==> config.mk <==
export PLATFORM = sky130hd
export DESIGN_NAME = ctrl_packet_parser
export DESIGN_NICKNAME = d
export VERILOG_FILES = /design/src/rtl/cpp_pkg.sv /design/src/rtl/cpp_step.sv /design/src/rtl/ctrl_packet_parser.sv
export VERILOG_INCLUDE_DIRS = /design/src /design/src/rtl
export SDC_FILE = /design/constraint.sdc
export NUM_CORES = 1
export LEC_CHECK = 0
export BUFFER_PORTS_ARGS = -buffer_cell sky130_fd_sc_hd__buf_2
export CORE_UTILIZATION = 45
export CTS_BUF_LIST = sky130_fd_sc_hd__clkbuf_2
export CTS_CLUSTER_DIAMETER = 50
export DETAILED_ROUTE_END_ITERATION = 8
export GPL_ROUTABILITY_DRIVEN = 0
export PLACE_DENSITY = 0.66
export SYNTH_ARGS = -nofsm -noshare
export SYNTH_HDL_FRONTEND = slang
export SYNTH_SLANG_ARGS = --single-unit
==> constraint.sdc <==
create_clock -name clk_i -period 5.2 [get_ports clk_i]
set_input_delay 1.04 -clock clk_i [delete_from_list [all_inputs] [get_ports clk_i]]
set_output_delay 1.04 -clock clk_i [all_outputs]
set_load 0.01 [all_outputs]
==> src/rtl/assert_macros.svh <==
// Assertion macros used by the RTL of the control packet parser.
`ifndef ASSERT_MACROS_SVH
`define ASSERT_MACROS_SVH

`ifndef SYNTH

// Check a property on every rising clock edge outside reset.
`define CPP_ASSERT(lbl, clk, rstn, prop) \
  lbl: assert property (@(posedge clk) disable iff (!rstn) (prop)) \
    else $error("assertion failed");

// Check that an expression is never true outside reset.
`define CPP_ASSERT_NEVER(lbl, clk, rstn, expr) \
  lbl: assert property (@(posedge clk) disable iff (!rstn) !(expr)) \
    else $error("forbidden condition seen");

`else

`define CPP_ASSERT(lbl, clk, rstn, prop)
`define CPP_ASSERT_NEVER(lbl, clk, rstn, expr)

`endif

`endif

==> src/rtl/cpp_pkg.sv <==
// Types, codes and constants of the control packet parser.
`timescale 1ns / 1ps
`default_nettype none

package cpp_pkg;

  localparam logic [7:0] CR_BYTE = 8'd13;

  typedef enum logic [0:0] {
    CFG_SPECIAL_SELECT = 1'b0,
    CFG_FLAG_IS_M      = 1'b1
  } cfg_reg_e;

  typedef enum logic [3:0] {
    ST_IDLE  = 4'b0001,
    ST_BODY  = 4'b0010,
    ST_CHECK = 4'b0100,
    ST_SKIP  = 4'b1000
  } parse_state_e;

  typedef enum logic [2:0] {
    EV_NONE      = 3'd0,
    EV_START     = 3'd1,
    EV_BODY      = 3'd2,
    EV_SPECIAL   = 3'd3,
    EV_DISPATCH  = 3'd4,
    EV_DEFERRED  = 3'd5,
    EV_CSUM_ERR  = 3'd6
  } event_e;

  typedef enum logic [1:0] {
    CLS_IGNORE      = 2'd0,
    CLS_START       = 2'd1,
    CLS_START_GATED = 2'd2,
    CLS_SKIP        = 2'd3
  } cmd_class_e;

  typedef struct packed {
    parse_state_e st;
    logic [7:0]   idx;
    logic [7:0]   xsum;
    logic [7:0]   code;
    logic [15:0]  started;
    logic [15:0]  defers;
    logic [15:0]  xerrs;
    logic [15:0]  ovfs;
  } cpp_state_t;

  typedef struct packed {
    event_e     evt;
    logic [7:0] byte_index;
    logic [7:0] data_byte;
    logic       length_overflow;
    logic       repaint_request;
  } cpp_res_t;

  function automatic cmd_class_e classify(input logic [7:0] b);
    cmd_class_e c;
    c = CLS_IGNORE;
    case (b) inside
      8'd1, 8'd12, 8'd15:
        c = CLS_START;
      8'd2, 8'd3, 8'd4, 8'd5, 8'd7, 8'd11, 8'd16, 8'd17, 8'd20, 8'd22:
        c = CLS_START_GATED;
      CR_BYTE:
        c = CLS_SKIP;
      default:
        c = CLS_IGNORE;
    endcase
    return c;
  endfunction

endpackage

`default_nettype wire

==> src/rtl/cpp_step.sv <==
// Next-state and result logic of the parser for one item.
`timescale 1ns / 1ps
`default_nettype none

module cpp_step #(
  parameter int MAX_INDEX = 198
) (
  input  cpp_pkg::cpp_state_t cur_i,
  input  logic                special_select_i,
  input  logic                flag_is_m_i,
  input  logic [7:0]          rx_byte_i,
  input  logic                line_changed_i,
  input  logic                hold_active_i,
  input  logic                display_active_i,
  input  logic                ui_busy_i,
  input  logic signed [15:0]  defer_countdown_i,
  input  logic                mode_is_zero_i,
  output cpp_pkg::cpp_state_t nxt_o,
  output cpp_pkg::cpp_res_t   res_o
);

  localparam logic [7:0] IdxLimit = 8'(MAX_INDEX);

  logic                bypass;
  logic                go;
  logic                have_len;
  logic [7:0]          len;
  cpp_pkg::cmd_class_e cls;
  cpp_pkg::cpp_state_t nxt;

  assign bypass = special_select_i | flag_is_m_i;
  assign go     = (bypass | (~hold_active_i & ~display_active_i)) & ~ui_busy_i & line_changed_i;

  always_comb begin
    nxt                    = cur_i;
    have_len               = 1'b0;
    len                    = cur_i.idx;
    res_o.evt              = cpp_pkg::EV_NONE;
    res_o.data_byte        = 8'd0;
    res_o.length_overflow  = 1'b0;
    res_o.repaint_request  = 1'b0;
    cls                    = cpp_pkg::classify(rx_byte_i);
    if (go) begin
      case (cur_i.st)
        cpp_pkg::ST_IDLE: begin
          if (cls == cpp_pkg::CLS_START ||
              (cls == cpp_pkg::CLS_START_GATED && !special_select_i)) begin
            nxt.code        = rx_byte_i;
            nxt.xsum        = rx_byte_i;
            nxt.started     = cur_i.started + 16'd1;
            nxt.st          = cpp_pkg::ST_BODY;
            res_o.evt       = cpp_pkg::EV_START;
            res_o.data_byte = rx_byte_i;
          end else if (cls == cpp_pkg::CLS_SKIP) begin
            nxt.st = cpp_pkg::ST_SKIP;
          end
        end
        cpp_pkg::ST_BODY: begin
          nxt.idx = cur_i.idx + 8'd1;
          if (rx_byte_i == cpp_pkg::CR_BYTE) begin
            nxt.st = cpp_pkg::ST_CHECK;
          end
          nxt.xsum        = cur_i.xsum ^ rx_byte_i;
          res_o.evt       = cpp_pkg::EV_BODY;
          res_o.data_byte = rx_byte_i;
        end
        cpp_pkg::ST_CHECK: begin
          if (rx_byte_i != cur_i.xsum) begin
            nxt.xerrs = cur_i.xerrs + 16'd1;
            res_o.evt = cpp_pkg::EV_CSUM_ERR;
          end else if (special_select_i) begin
            res_o.evt             = cpp_pkg::EV_SPECIAL;
            res_o.repaint_request = 1'b1;
            have_len              = 1'b1;
          end else if (defer_countdown_i == 16'sd0 || defer_countdown_i == 16'sd1) begin
            res_o.evt = cpp_pkg::EV_DISPATCH;
            have_len  = 1'b1;
          end else begin
            nxt.defers = cur_i.defers + 16'd1;
            res_o.evt  = cpp_pkg::EV_DEFERRED;
          end
          nxt.st   = cpp_pkg::ST_IDLE;
          nxt.idx  = 8'd0;
          nxt.xsum = 8'd0;
        end
        default: begin
          nxt.st = cpp_pkg::ST_IDLE;
        end
      endcase
      if (nxt.idx > IdxLimit) begin
        nxt.ovfs              = cur_i.ovfs + 16'd1;
        nxt.st                = cpp_pkg::ST_IDLE;
        nxt.idx               = 8'd0;
        nxt.xsum              = 8'd0;
        res_o.length_overflow = 1'b1;
        if (mode_is_zero_i) begin
          res_o.repaint_request = 1'b1;
        end
      end
    end
    res_o.byte_index = have_len ? len : nxt.idx;
    nxt_o            = nxt;
  end

endmodule

`default_nettype wire

==> src/rtl/ctrl_packet_parser.sv <==
// Top level of the control packet parser: input register, parser state, result register.
// The parser takes one item per clock cycle while in_ready_o is high and gives one result
// item for each item taken. An item is captured in the input register, passes the parser
// logic and lands in the result register, from which its result is offered. The single
// parser state register is updated once per item; in_ready_o only drops while a finished
// result waits on out_ready_i and the input register is full.
// Configuration takes effect for the items that follow the write; cfg_ready_o is always high.
`timescale 1ns / 1ps
`default_nettype none

`include "assert_macros.svh"

module ctrl_packet_parser #(
  parameter int MAX_INDEX = 198
) (
  input  logic               clk_i,
  input  logic               rst_ni,
  input  logic               cfg_valid_i,
  output logic               cfg_ready_o,
  input  logic [0:0]         cfg_index_i,
  input  logic [0:0]         cfg_data_i,
  input  logic               in_valid_i,
  output logic               in_ready_o,
  input  logic [7:0]         rx_byte_i,
  input  logic               line_changed_i,
  input  logic               hold_active_i,
  input  logic               display_active_i,
  input  logic               ui_busy_i,
  input  logic signed [15:0] defer_countdown_i,
  input  logic               mode_is_zero_i,
  output logic               out_valid_o,
  input  logic               out_ready_i,
  output logic [2:0]         event_res_o,
  output logic [7:0]         byte_index_o,
  output logic [7:0]         data_byte_o,
  output logic [7:0]         command_code_o,
  output logic               length_overflow_o,
  output logic               repaint_request_o,
  output logic [15:0]        packets_started_o,
  output logic [15:0]        deferrals_o,
  output logic [15:0]        checksum_errors_o,
  output logic [15:0]        length_errors_o
);

  logic                special_select_q;
  logic                flag_is_m_q;

  logic                s1_valid_q;
  logic                s1_adv;
  logic [7:0]          s1_byte_q;
  logic                s1_changed_q;
  logic                s1_hold_q;
  logic                s1_disp_q;
  logic                s1_busy_q;
  logic signed [15:0]  s1_cd_q;
  logic                s1_mode0_q;

  cpp_pkg::cpp_state_t state_q;
  cpp_pkg::cpp_state_t state_d;
  cpp_pkg::cpp_res_t   step_res;

  logic                out_valid_q;
  cpp_pkg::cpp_res_t   out_res_q;
  cpp_pkg::cpp_state_t out_st_q;

  logic                ovf_step;
  logic                start_step;
  logic                parser_clear;

  assign cfg_ready_o = 1'b1;
  assign s1_adv      = s1_valid_q & (~out_valid_q | out_ready_i);
  assign in_ready_o  = ~s1_valid_q | s1_adv;

  always_ff @(posedge clk_i or negedge rst_ni) begin
    if (!rst_ni) begin
      special_select_q <= 1'b0;
      flag_is_m_q      <= 1'b0;
    end else if (cfg_valid_i && cfg_ready_o) begin
      case (cfg_index_i)
        cpp_pkg::CFG_SPECIAL_SELECT: special_select_q <= cfg_data_i[0];
        cpp_pkg::CFG_FLAG_IS_M:      flag_is_m_q      <= cfg_data_i[0];
        default: ;
      endcase
    end
  end

  // hold the item in the input register until the parser takes it
  always_ff @(posedge clk_i or negedge rst_ni) begin
    if (!rst_ni) begin
      s1_valid_q <= 1'b0;
    end else if (in_ready_o) begin
      s1_valid_q <= in_valid_i;
    end
  end

  always_ff @(posedge clk_i) begin
    if (in_valid_i && in_ready_o) begin
      s1_byte_q    <= rx_byte_i;
      s1_changed_q <= line_changed_i;
      s1_hold_q    <= hold_active_i;
      s1_disp_q    <= display_active_i;
      s1_busy_q    <= ui_busy_i;
      s1_cd_q      <= defer_countdown_i;
      s1_mode0_q   <= mode_is_zero_i;
    end
  end

  cpp_step #(
    .MAX_INDEX (MAX_INDEX)
  ) u_step (
    .cur_i             (state_q),
    .special_select_i  (special_select_q),
    .flag_is_m_i       (flag_is_m_q),
    .rx_byte_i         (s1_byte_q),
    .line_changed_i    (s1_changed_q),
    .hold_active_i     (s1_hold_q),
    .display_active_i  (s1_disp_q),
    .ui_busy_i         (s1_busy_q),
    .defer_countdown_i (s1_cd_q),
    .mode_is_zero_i    (s1_mode0_q),
    .nxt_o             (state_d),
    .res_o             (step_res)
  );

  // advance the parser state once per item
  always_ff @(posedge clk_i or negedge rst_ni) begin
    if (!rst_ni) begin
      state_q <= '{st: cpp_pkg::ST_IDLE, default: '0};
    end else if (s1_adv) begin
      state_q <= state_d;
    end
  end

  always_ff @(posedge clk_i or negedge rst_ni) begin
    if (!rst_ni) begin
      out_valid_q <= 1'b0;
    end else if (s1_adv) begin
      out_valid_q <= 1'b1;
    end else if (out_ready_i) begin
      out_valid_q <= 1'b0;
    end
  end

  always_ff @(posedge clk_i) begin
    if (s1_adv) begin
      out_res_q <= step_res;
      out_st_q  <= state_d;
    end
  end

  assign out_valid_o       = out_valid_q;
  assign event_res_o       = out_res_q.evt;
  assign byte_index_o      = out_res_q.byte_index;
  assign data_byte_o       = out_res_q.data_byte;
  assign length_overflow_o = out_res_q.length_overflow;
  assign repaint_request_o = out_res_q.repaint_request;
  assign command_code_o    = out_st_q.code;
  assign packets_started_o = out_st_q.started;
  assign deferrals_o       = out_st_q.defers;
  assign checksum_errors_o = out_st_q.xerrs;
  assign length_errors_o   = out_st_q.ovfs;

  assign ovf_step     = s1_adv & step_res.length_overflow;
  assign start_step   = s1_adv & (step_res.evt == cpp_pkg::EV_START);
  assign parser_clear = (state_q.idx == 8'd0) & (state_q.st == cpp_pkg::ST_IDLE);

  `CPP_ASSERT(a_ovf_clears, clk_i, rst_ni, ovf_step |=> parser_clear)
  `CPP_ASSERT_NEVER(a_idx_limit, clk_i, rst_ni, state_q.idx > 8'(MAX_INDEX))
  `CPP_ASSERT(a_start_count, clk_i, rst_ni, start_step |=> state_q.started == $past(state_q.started) + 16'd1)
  `CPP_ASSERT(a_stall_only, clk_i, rst_ni, !in_ready_o |-> out_valid_o && !out_ready_i)

endmodule

`default_nettype wire
After elaboration in Yosys (flattened, before gate mapping)
Index checks and enable logic that the tools add are counted.

operators by class
  $add $sub $neg = 5
  order comparisons = 1
  equality and inequality tests = 25
  multiplexer cells = 40
  bitwise operators = 15
  reductions and logical operators = 14

operator list
  kind                   number
  $mux 88                1
  $mux 16                5
  $add 16x1->16 const B  4
  $mux 32                2
  $eq 8x4->1 const B     4
  $eq 8x5->1 const B     4
  $pmux 8 s2             2
  $eq 8x3->1 const B     3
  $mux 24                1
  $mux 8                 3
  $pmux 8 s3             1
  $mux 20                1
  $eq 16x2->1 const B    1
  $eq 8x2->1 const B     2
  $logic_not 16->1       1
  $mux 1                 13
  $mux 4                 3
  $reduce_or 10->1       1
  $pmux 3 s3             1
  $add 8x1->8 const B    1
  $eq 8x1->1 const B     1
  $gt 8x8->1 const B     1
  $mux 2                 4
  $ne 8x8->1             1
  21 further kinds       39

storage, ports and cells
  register bits after elaboration = 218
  input port bits = 36

Logic depth before layout (Yosys ltp)
Gate-level depths: netlist of run 1.

  word-level depth = 12
  depth in mapped cells = 10
  depth with buffers taken out = 7

Cells and area by module
Synthesis of run 1 repeated with hierarchy kept, for this count alone.

second synthesis, totals
  cell total of the unflattened synthesis = 801
  area total of the unflattened synthesis = 10,543.9 um2

by module, submodules not included
  module              instances  cells an instance  area each (um2)
  ctrl_packet_parser  1          333                7,626.1
  cpp_step            1          468                2,917.8

Worst setup path before layout of run 1
OpenSTA, ideal clock, no wires.

  path type = in2reg
  from = in out_ready_i
  to = reg state_q[62] (netlist name)
  arrival time = 4.882 ns
  data required time = 5.068 ns
  path slack = 0.186 ns
  cell stages on the path = 7
  buffers on the path = 2
  path through = nand2b_1 -> nand2_1 -> inv_1 -> clkbuf_1 -> clkbuf_1 -> nand4_1 -> xnor2_1

between the ends
  cells in the longest elaborated chain, start to end = 2

RTL lines
  item                  line                       source
  start, declared       ctrl_packet_parser.sv:32   input logic out_ready_i,
  $or 1x1->1            ctrl_packet_parser.sv:71   assign s1_adv = s1_valid_q & (~out_valid_q | out_ready_i);
  $and 1x1->1           ctrl_packet_parser.sv:71
  via s1_adv            ctrl_packet_parser.sv:49   logic s1_adv;
  end signal, assigned  ctrl_packet_parser.sv:130  state_q <= state_d;
  end, declared         ctrl_packet_parser.sv:58   cpp_pkg::cpp_state_t state_q;

The timed path passes the listed nets, and every way through them passes these cells.
A chain may end at the register's enable or synchronous reset.

==> impl_metrics.csv, run 1 <==
group,metric,value,unit
route,drt_iter0_markers,390,
floorplan,fp.dieW,152,um
clocking,cts_max_level,2,
pwr,ir_drop,0.163,mV
critical_path,rr_endpoint,"length_errors_o[1]",
critical_path,critPathRequiredTime,5.76,ns
timing,finalSetupTns,0,ns
yosys,syn_area,0.0101,mm^2
critical_path,r2r_cells,6,
cells_and_area,final_area,0.0115,mm^2
min_path,hold_class,"primary input to asynchronous set/reset pin",
cells_and_area,final_nets,1045,
flow_run,maxCapViolations,0,
route,viasPerCell,5.32,
critical_path,crit_fanout,27,
timing,finalSetupViolations,0,
critical_path,crit_family,"compound AO/OA/AOI/OAI gates",
timing,post-route-period-util,72.9,%
clocking,clk_pin_slew,0.12,ns
cells_and_area,syn_to_final_growth,14.1,%
pwr,switching_share,26.7,%
route,drt-pass1-iter-count,4,
place,hpwl,13.9,mm
yosys,yosysUniqueCellTypes,65,
pwr,power_frac_clock,34.0,%
critical_path,crit-reg2reg-launch,"state_q[91]",
place,port_buffers,129,
floorplan,io_pins,132,
pwr,p_seq_share,58.4,%
yosys,netlist.area_leader.share,36.0,%
route,antenna_left,0,
timing,rsz0062_at_grt,"no",
clocking,insertion_delay,0.82,ns
critical_path,worstSetupEndpointType,"register",
yosys,yosys.area.top_type,"edfxtp_1",
critical_path,worstPathArrival,4.35,ns
floorplan,rows,54,
timing,finClkSkew,0.0806,ns
timing,clock.fmax,264,MHz
route,dr_wl_met2,9.63,mm
place,dp_cells,1227,
yosys,yosysMostFrequentCell,"edfxtp_1",
yosys,synth-edff-count,121,
route,wl_per_cell,15.8,um
route,wl_met3,1.29,mm
cells_and_area,stdcell_count,1333,
global_routing,grt_remaining_overflow,0,
route,dr_total_vias,7086,
pwr,power-per-cell-area,291,mW/mm^2
clocking,clock-sinks,217,
clocking,cts-resized-gates,0,
floorplan,die_area,0.0230,mm^2
global_routing,grt_pass1_vias,6751,
timing,finalWorstSetupSlack,1.41,ns
global_routing,grt_pass1_wl,34.1,mm
yosys,syn_nets,890,
route,drc_errors,0,
critical_path,start_kind,"register",
floorplan,die_y,152,um
timing,hold_viol,0,
timing,fin_crit,3.79,ns
clocking,cts_setup_buffers,0,
yosys,seq_area_frac_synth,59.8,%
cells_and_area,layout-drive-gt1-share,25.3,%
pwr,pwr-share-comb,7.6,%
place,dpl_cell_area,0.0110,mm^2
route,wl_met1,9.41,mm
yosys,avgSynthCellArea,11.9,um^2
yosys,netlist_top_cells_count,"121 x edfxtp_1, 98 x nand2_1, 95 x dfrtp_1",
yosys,ys_ff_latch,217,
global_routing,track_usage,18.3,%
timing,drv_slew,0,
critical_path,criticalPathCategory,"register to register",
clocking,cts_buffer_depth,3,
clocking,cts_hold_buf,0,
pwr,internal-power,0.00246,W
pwr,p_sw,0.000897,W
status,status,"complete, no violations",
floorplan,start_util,46.1,%
critical_path,crit_slowest_cell,"o31ai_4",
floorplan,core_area,0.0219,mm^2
critical_path,path_cells,"or4b_1 -> o21ai_0 -> a21oi_1 -> o31ai_4 -> nor2_1 -> mux2_2",
clocking,cts_tree,"yes",
critical_path,critPathMaxStageDelay,1.04,ns
yosys,ys_async_sr_fraction,44.2,%
yosys,yosysWarnings,0,
place,pre_cts_slack,1.36,ns
clocking,root_buffer,"clkbuf_2",
yosys,synthFlopType,"edfxtp_1",
global_routing,antenna_found_initial,1,
global_routing,grt_max_degree,67,
timing,timing.slew.headroom,19.4,%
route,wl,21.1,mm
yosys,yosys-top-cells-area,"edfxtp_1 36%, dfrtp_1 24%, xnor2_1 5.9%, xor2_1 5.1%, nand2_1 3.6%",
critical_path,r2r_slack,1.41,ns
clocking,cts_buffers,55,
yosys,synthCells,849,
critical_path,path_buf_inv,0,
pwr,p_leak,4.94,nW
cells_and_area,n_fill_cell,1991,
route,highest_layer,"met4",
timing,tightest_slew,1.21,ns
[cell type report]
class | instances | area [um^2] | share of cell area (%)
Clock buffer | 78 | 390 | 3.39
Clock inverter | 26 | 130 | 1.13
Sequential cell | 217 | 6040 | 52.4
Multi-Input combinational cell | 583 | 3850 | 33.4
Antenna cell | 2 | 5.00 | 0.0434
Tap cell | 280 | 350 | 3.04
Inverter | 8 | 32.5 | 0.282
Timing Repair Buffer | 139 | 723 | 6.28
[flip-flops by register name (all words and copies together), names as in the netlist, 3 cells and up]
register and count:
byte_index_o 8, length_errors_o 16, s1_cd_q 15, data_byte_o 8, command_code_o 8, event_res_o 3, state_q 92, packets_started_o 16
deferrals_o 16, checksum_errors_o 16, s1_byte_q 8
[cells by family (layout without fill, tap and decap cells)]
family | count (synthesis) | after routing | share of synthesized area, %
other cells | 1 | 3 | 0.0371
fa+ha+maj | 5 | 5 | 0.619
buf+inv | 49 | 251 | 2.13
compound gates | 113 | 113 | 7.82
mux | 14 | 14 | 1.55
xor+xnor | 127 | 127 | 11.0
flops | 217 | 217 | 59.8
simple gates | 323 | 323 | 17.1
[power groups by stage]
stage | clock, W | combinational [W] | sequential [W]
CTS | 0.00119 | 0.000260 | 0.00196
floorplan | 0 | 0.000135 | 0.00200
global route | 0.00127 | 0.000280 | 0.00197
global placement | 0 | 0.000255 | 0.00199
detailed placement | 0 | 0.000259 | 0.00200
finish | 0.00114 | 0.000254 | 0.00196
[through the flow]
stage	utilization, %	total power (W)	hold WS (ns)
2_1_floorplan	-	0.00214	0.455
3_3_place_gp	50.2	0.00225	0.469
3_5_place_dp	50.2	0.00225	0.476
4_1_cts	52.6	0.00341	0.308
5_1_grt	52.6	0.00352	0.295
6_report	52.6	0.00335	0.318
[worst max path at each step]
stage	cells past startpoint	end	slack, ns	from
after CTS	6	length_errors_o[1]	1.39	state_q[91]
after global routing	6	length_errors_o[1]	1.11	state_q[91]
after detailed placement	6	length_errors_o[1]	1.36	state_q[90]
final	6	length_errors_o[1]	1.41	state_q[91]
after floorplan	7	state_q[62]	0.19	out_ready_i
after global placement	6	length_errors_o[1]	1.40	state_q[91]
[worst reg2reg max path: stages (launching register included)]
cell and delay, ns:
dfrtp_1 0.46, or4b_1 0.95, o21ai_0 0.31, a21oi_1 0.17, o31ai_4 1.04, nor2_1 0.31
mux2_2 0.35
[routing by layer]
metal	vias to the layer above	track usage, %
li1	3436	-
met5	-	0
met1	3376	24.2
met3	56	4.68
met4	0	8.57
met2	218	28.1
[placed cells by master, fill, tap and decap left out, types with 19 or more instances in the layout]
master	n
edfxtp_1	121
nor4_1	20
buf_2	128
nor3_1	25
a21oi_1	21
nand3_1	39
nand2_1	98
o21ai_0	36
dfrtp_1	95
clkinv_1	19
clkbuf_2	78
nor2_1	38
xor2_1	59
xnor2_1	68
No activity file was read; power rests on OpenSTA's default activity.
==> inputs of run 2 (changes only) <==
- ABC_AREA: unset -> 1
- clock period: 5.2 -> 3.5 ns (I/O delays scaled with it)
==> impl_metrics.csv, run 2 <==
group,metric,value,unit
min_path,hold_class,"primary input to asynchronous set/reset pin",
timing,clock.fmax,369,MHz
pwr,p_leak,5.43,nW
yosys,ys_async_sr_fraction,44.2,%
yosys,synth-edff-count,121,
yosys,synth.area.mux_share,0,%
pwr,ir_drop,0.312,mV
critical_path,r2r_slack,0.79,ns
route,drt-pass1-iter-count,7,
yosys,synthCells,1099,
yosys,seq_area_frac_synth,59.3,%
route,antenna_left,0,
cells_and_area,final_cell_mix,"320 x nand2_1, 131 x inv_1, 128 x buf_2",
route,dr_wl_met2,11.0,mm
floorplan,start_util,46.2,%
cells_and_area,final_nets,1337,
clocking,clock-sinks,217,
global_routing,track_usage,20.0,%
yosys,yosysWarnings,0,
route,dr_total_vias,7966,
critical_path,worstSetupEndpointType,"register",
global_routing,grt_max_degree,76,
route,drc_errors,7,
yosys,synth_simple_gate_area_share,24.1,%
status,status,"finished with violations",
critical_path,crit_path_start,"state_q[90]",
place,port_buffers,129,
place,hpwl,14.9,mm
timing,post-route-period-util,77.4,%
cells_and_area,mostFrequentLayoutCell,"nand2_1",
floorplan,fp.dieW,152,um
cells_and_area,largest_reg_flops,92,
critical_path,start_kind,"register",
critical_path,r2r_cells,11,
timing,rsz0062_at_grt,"no",
yosys,yosysMostFrequentCell,"nand2_1",
timing,tightest_slew,1.02,ns
route,highest_layer,"met4",
critical_path,worstPathArrival,3.25,ns
clocking,cts-resized-gates,0,
timing,hold_viol,0,
yosys,syn_nets,1140,
global_routing,grt_pass1_vias,7711,
route,drt_iter0_markers,523,
clocking,cts_max_level,2,
critical_path,critPathRequiredTime,4.04,ns
clocking,cts_buffer_depth,3,
floorplan,rows,54,
status,violations,"DRC",
route,wl_met3,1.09,mm
pwr,power-per-cell-area,573,mW/mm^2
yosys,synth_top_family_by_area,"simple AND/OR/NAND/NOR gates",
cells_and_area,top_register,"state_q",
clocking,clk_pin_slew,0.11,ns
yosys,yosys.area_share.adder,0.615,%
cells_and_area,n_fill_cell,2032,
floorplan,io_pins,132,
yosys,ys_ff_latch,217,
yosys,yosys.area.top_type,"edfxtp_1",
yosys,synthXorXnorAreaFrac,2.74,%
clocking,insertion_delay,0.81,ns
yosys,yosys-top-cells-area,"edfxtp_1 36%, dfrtp_1 23%, nand2_1 12%, inv_1 4.8%, nand3_1 3.6%",
yosys,synthFlopType,"edfxtp_1",
route,viasPerCell,4.91,
flow_run,maxCapViolations,0,
global_routing,grt_remaining_overflow,0,
critical_path,criticalPathCategory,"register to register",
place,pre_cts_slack,0.750,ns
yosys,syn_area,0.0102,mm^2
cells_and_area,layout-drive-gt1-share,20.1,%
global_routing,antenna_found_initial,1,
timing,finalWorstSetupSlack,0.792,ns
route,wl_per_cell,13.9,um
timing,finalSetupTns,0,ns
clocking,cts_buffers,55,
yosys,netlist_top_cells_count,"321 x nand2_1, 131 x inv_1, 121 x edfxtp_1",
timing,finClkSkew,0.0488,ns
global_routing,grt_pass1_wl,37.4,mm
route,wl_met1,10.0,mm
clocking,cts_tree,"yes",
critical_path,rr_endpoint,"length_errors_o[8]",
floorplan,core_area,0.0220,mm^2
timing,fin_crit,2.71,ns
yosys,synth_compound_area_share,6.62,%
critical_path,crit_fanout,21,
timing,finalSetupViolations,0,
floorplan,die_y,152,um
clocking,root_buffer,"clkbuf_2",
yosys,yosysUniqueCellTypes,43,
pwr,power,0.00686,W
timing,timing.slew.headroom,31.9,%
critical_path,crit_end,"length_errors_o[8]",
critical_path,crit-reg2reg-launch,"state_q[90]",
route,wl,22.6,mm
timing,drv_slew,0,
yosys,netlist.area_leader.share,35.7,%
cells_and_area,syn_to_final_growth,17.5,%
yosys,avgSynthCellArea,9.26,um^2
floorplan,die_area,0.0232,mm^2
==> run 2: worst max-delay path, cell delays in order, from the launching register on <==
cell and delay, ns:
dfrtp_1 0.41, inv_1 0.09, nand2_1 0.09, nor2_4 0.30
nand4_1 0.13, nand2_1 0.08, nand2_1 0.07, nor2_2 0.22
nand3_2 0.43, inv_1 0.33, nand3_1 0.13, and2_1 0.18
==> run 2: worst min path at each step <==
stage,startpoint,end,depth (start not counted)
after floorplan,rst_ni,flag_is_m_q,0
after global placement,state_q[67],state_q[67],2
after detailed placement,state_q[65],state_q[65],2
after CTS,rx_byte_i[0],s1_byte_q[0],1
after global routing,cfg_index_i,flag_is_m_q,2
final,rst_ni,s1_valid_q,1
==> run 2: routing by layer <==
layer | vias to the layer above | GRT usage [%]
met5 | - | 0
met1 | 3687 | 25.5
met4 | 0 | 7.34
li1 | 4050 | -
met2 | 193 | 33.6
met3 | 36 | 4.07
==> run 2: metrics by stage <==
stage	instances	hold WS, ns	util [%]	cell area, um^2
2_1_floorplan	1099	0.404	-	10200
6_report	1624	0.0523	54.3	12000
3_5_place_dp	1492	0.466	50.5	11100
4_1_cts	1622	0.00374	54.2	11900
3_3_place_gp	1492	0.462	50.5	11100
5_1_grt	1624	0.0105	54.3	12000
==> run 2: what timing repair did <==
item                       in CTS  in global routing
hold endpoints to repair       26                  1
setup buffers                   0                  0
setup endpoints to repair       0                  0
hold buffers                   26                  1
==> run 2: logic make-up (layout without fill, tap and decap cells) <==
logic type | after synthesis | count (layout)
DFF | 217 | 217
xor gates and xnor gates | 31 | 31
adders and majority gates | 5 | 5
other | 1 | 2
AOI/OAI and AO/OA | 123 | 123
buffers and inverters | 166 | 410
and+or+nand+nor | 556 | 556
==> run 2: cell type report <==
class | instances | area (um^2) | area share (%)
Timing Repair Buffer | 166 | 1010 | 8.41
Tap cell | 280 | 350 | 2.93
Clock inverter | 22 | 143 | 1.19
Inverter | 140 | 531 | 4.44
Clock buffer | 82 | 410 | 3.43
Multi-Input combinational cell | 716 | 3480 | 29.1
Antenna cell | 1 | 2.50 | 0.0209
Sequential cell | 217 | 6040 | 50.5
==> run 2: power breakdown <==
| group | switching, W | total, W | internal [W] |
|---|---|---|---|
| Sequential | 0.000268 | 0.00354 | 0.00327 |
| Clock | 0.00104 | 0.00182 | 0.000783 |
| Combinational | 0.000979 | 0.00149 | 0.000514 |
| Total | 0.00229 | 0.00686 | 0.00457 |
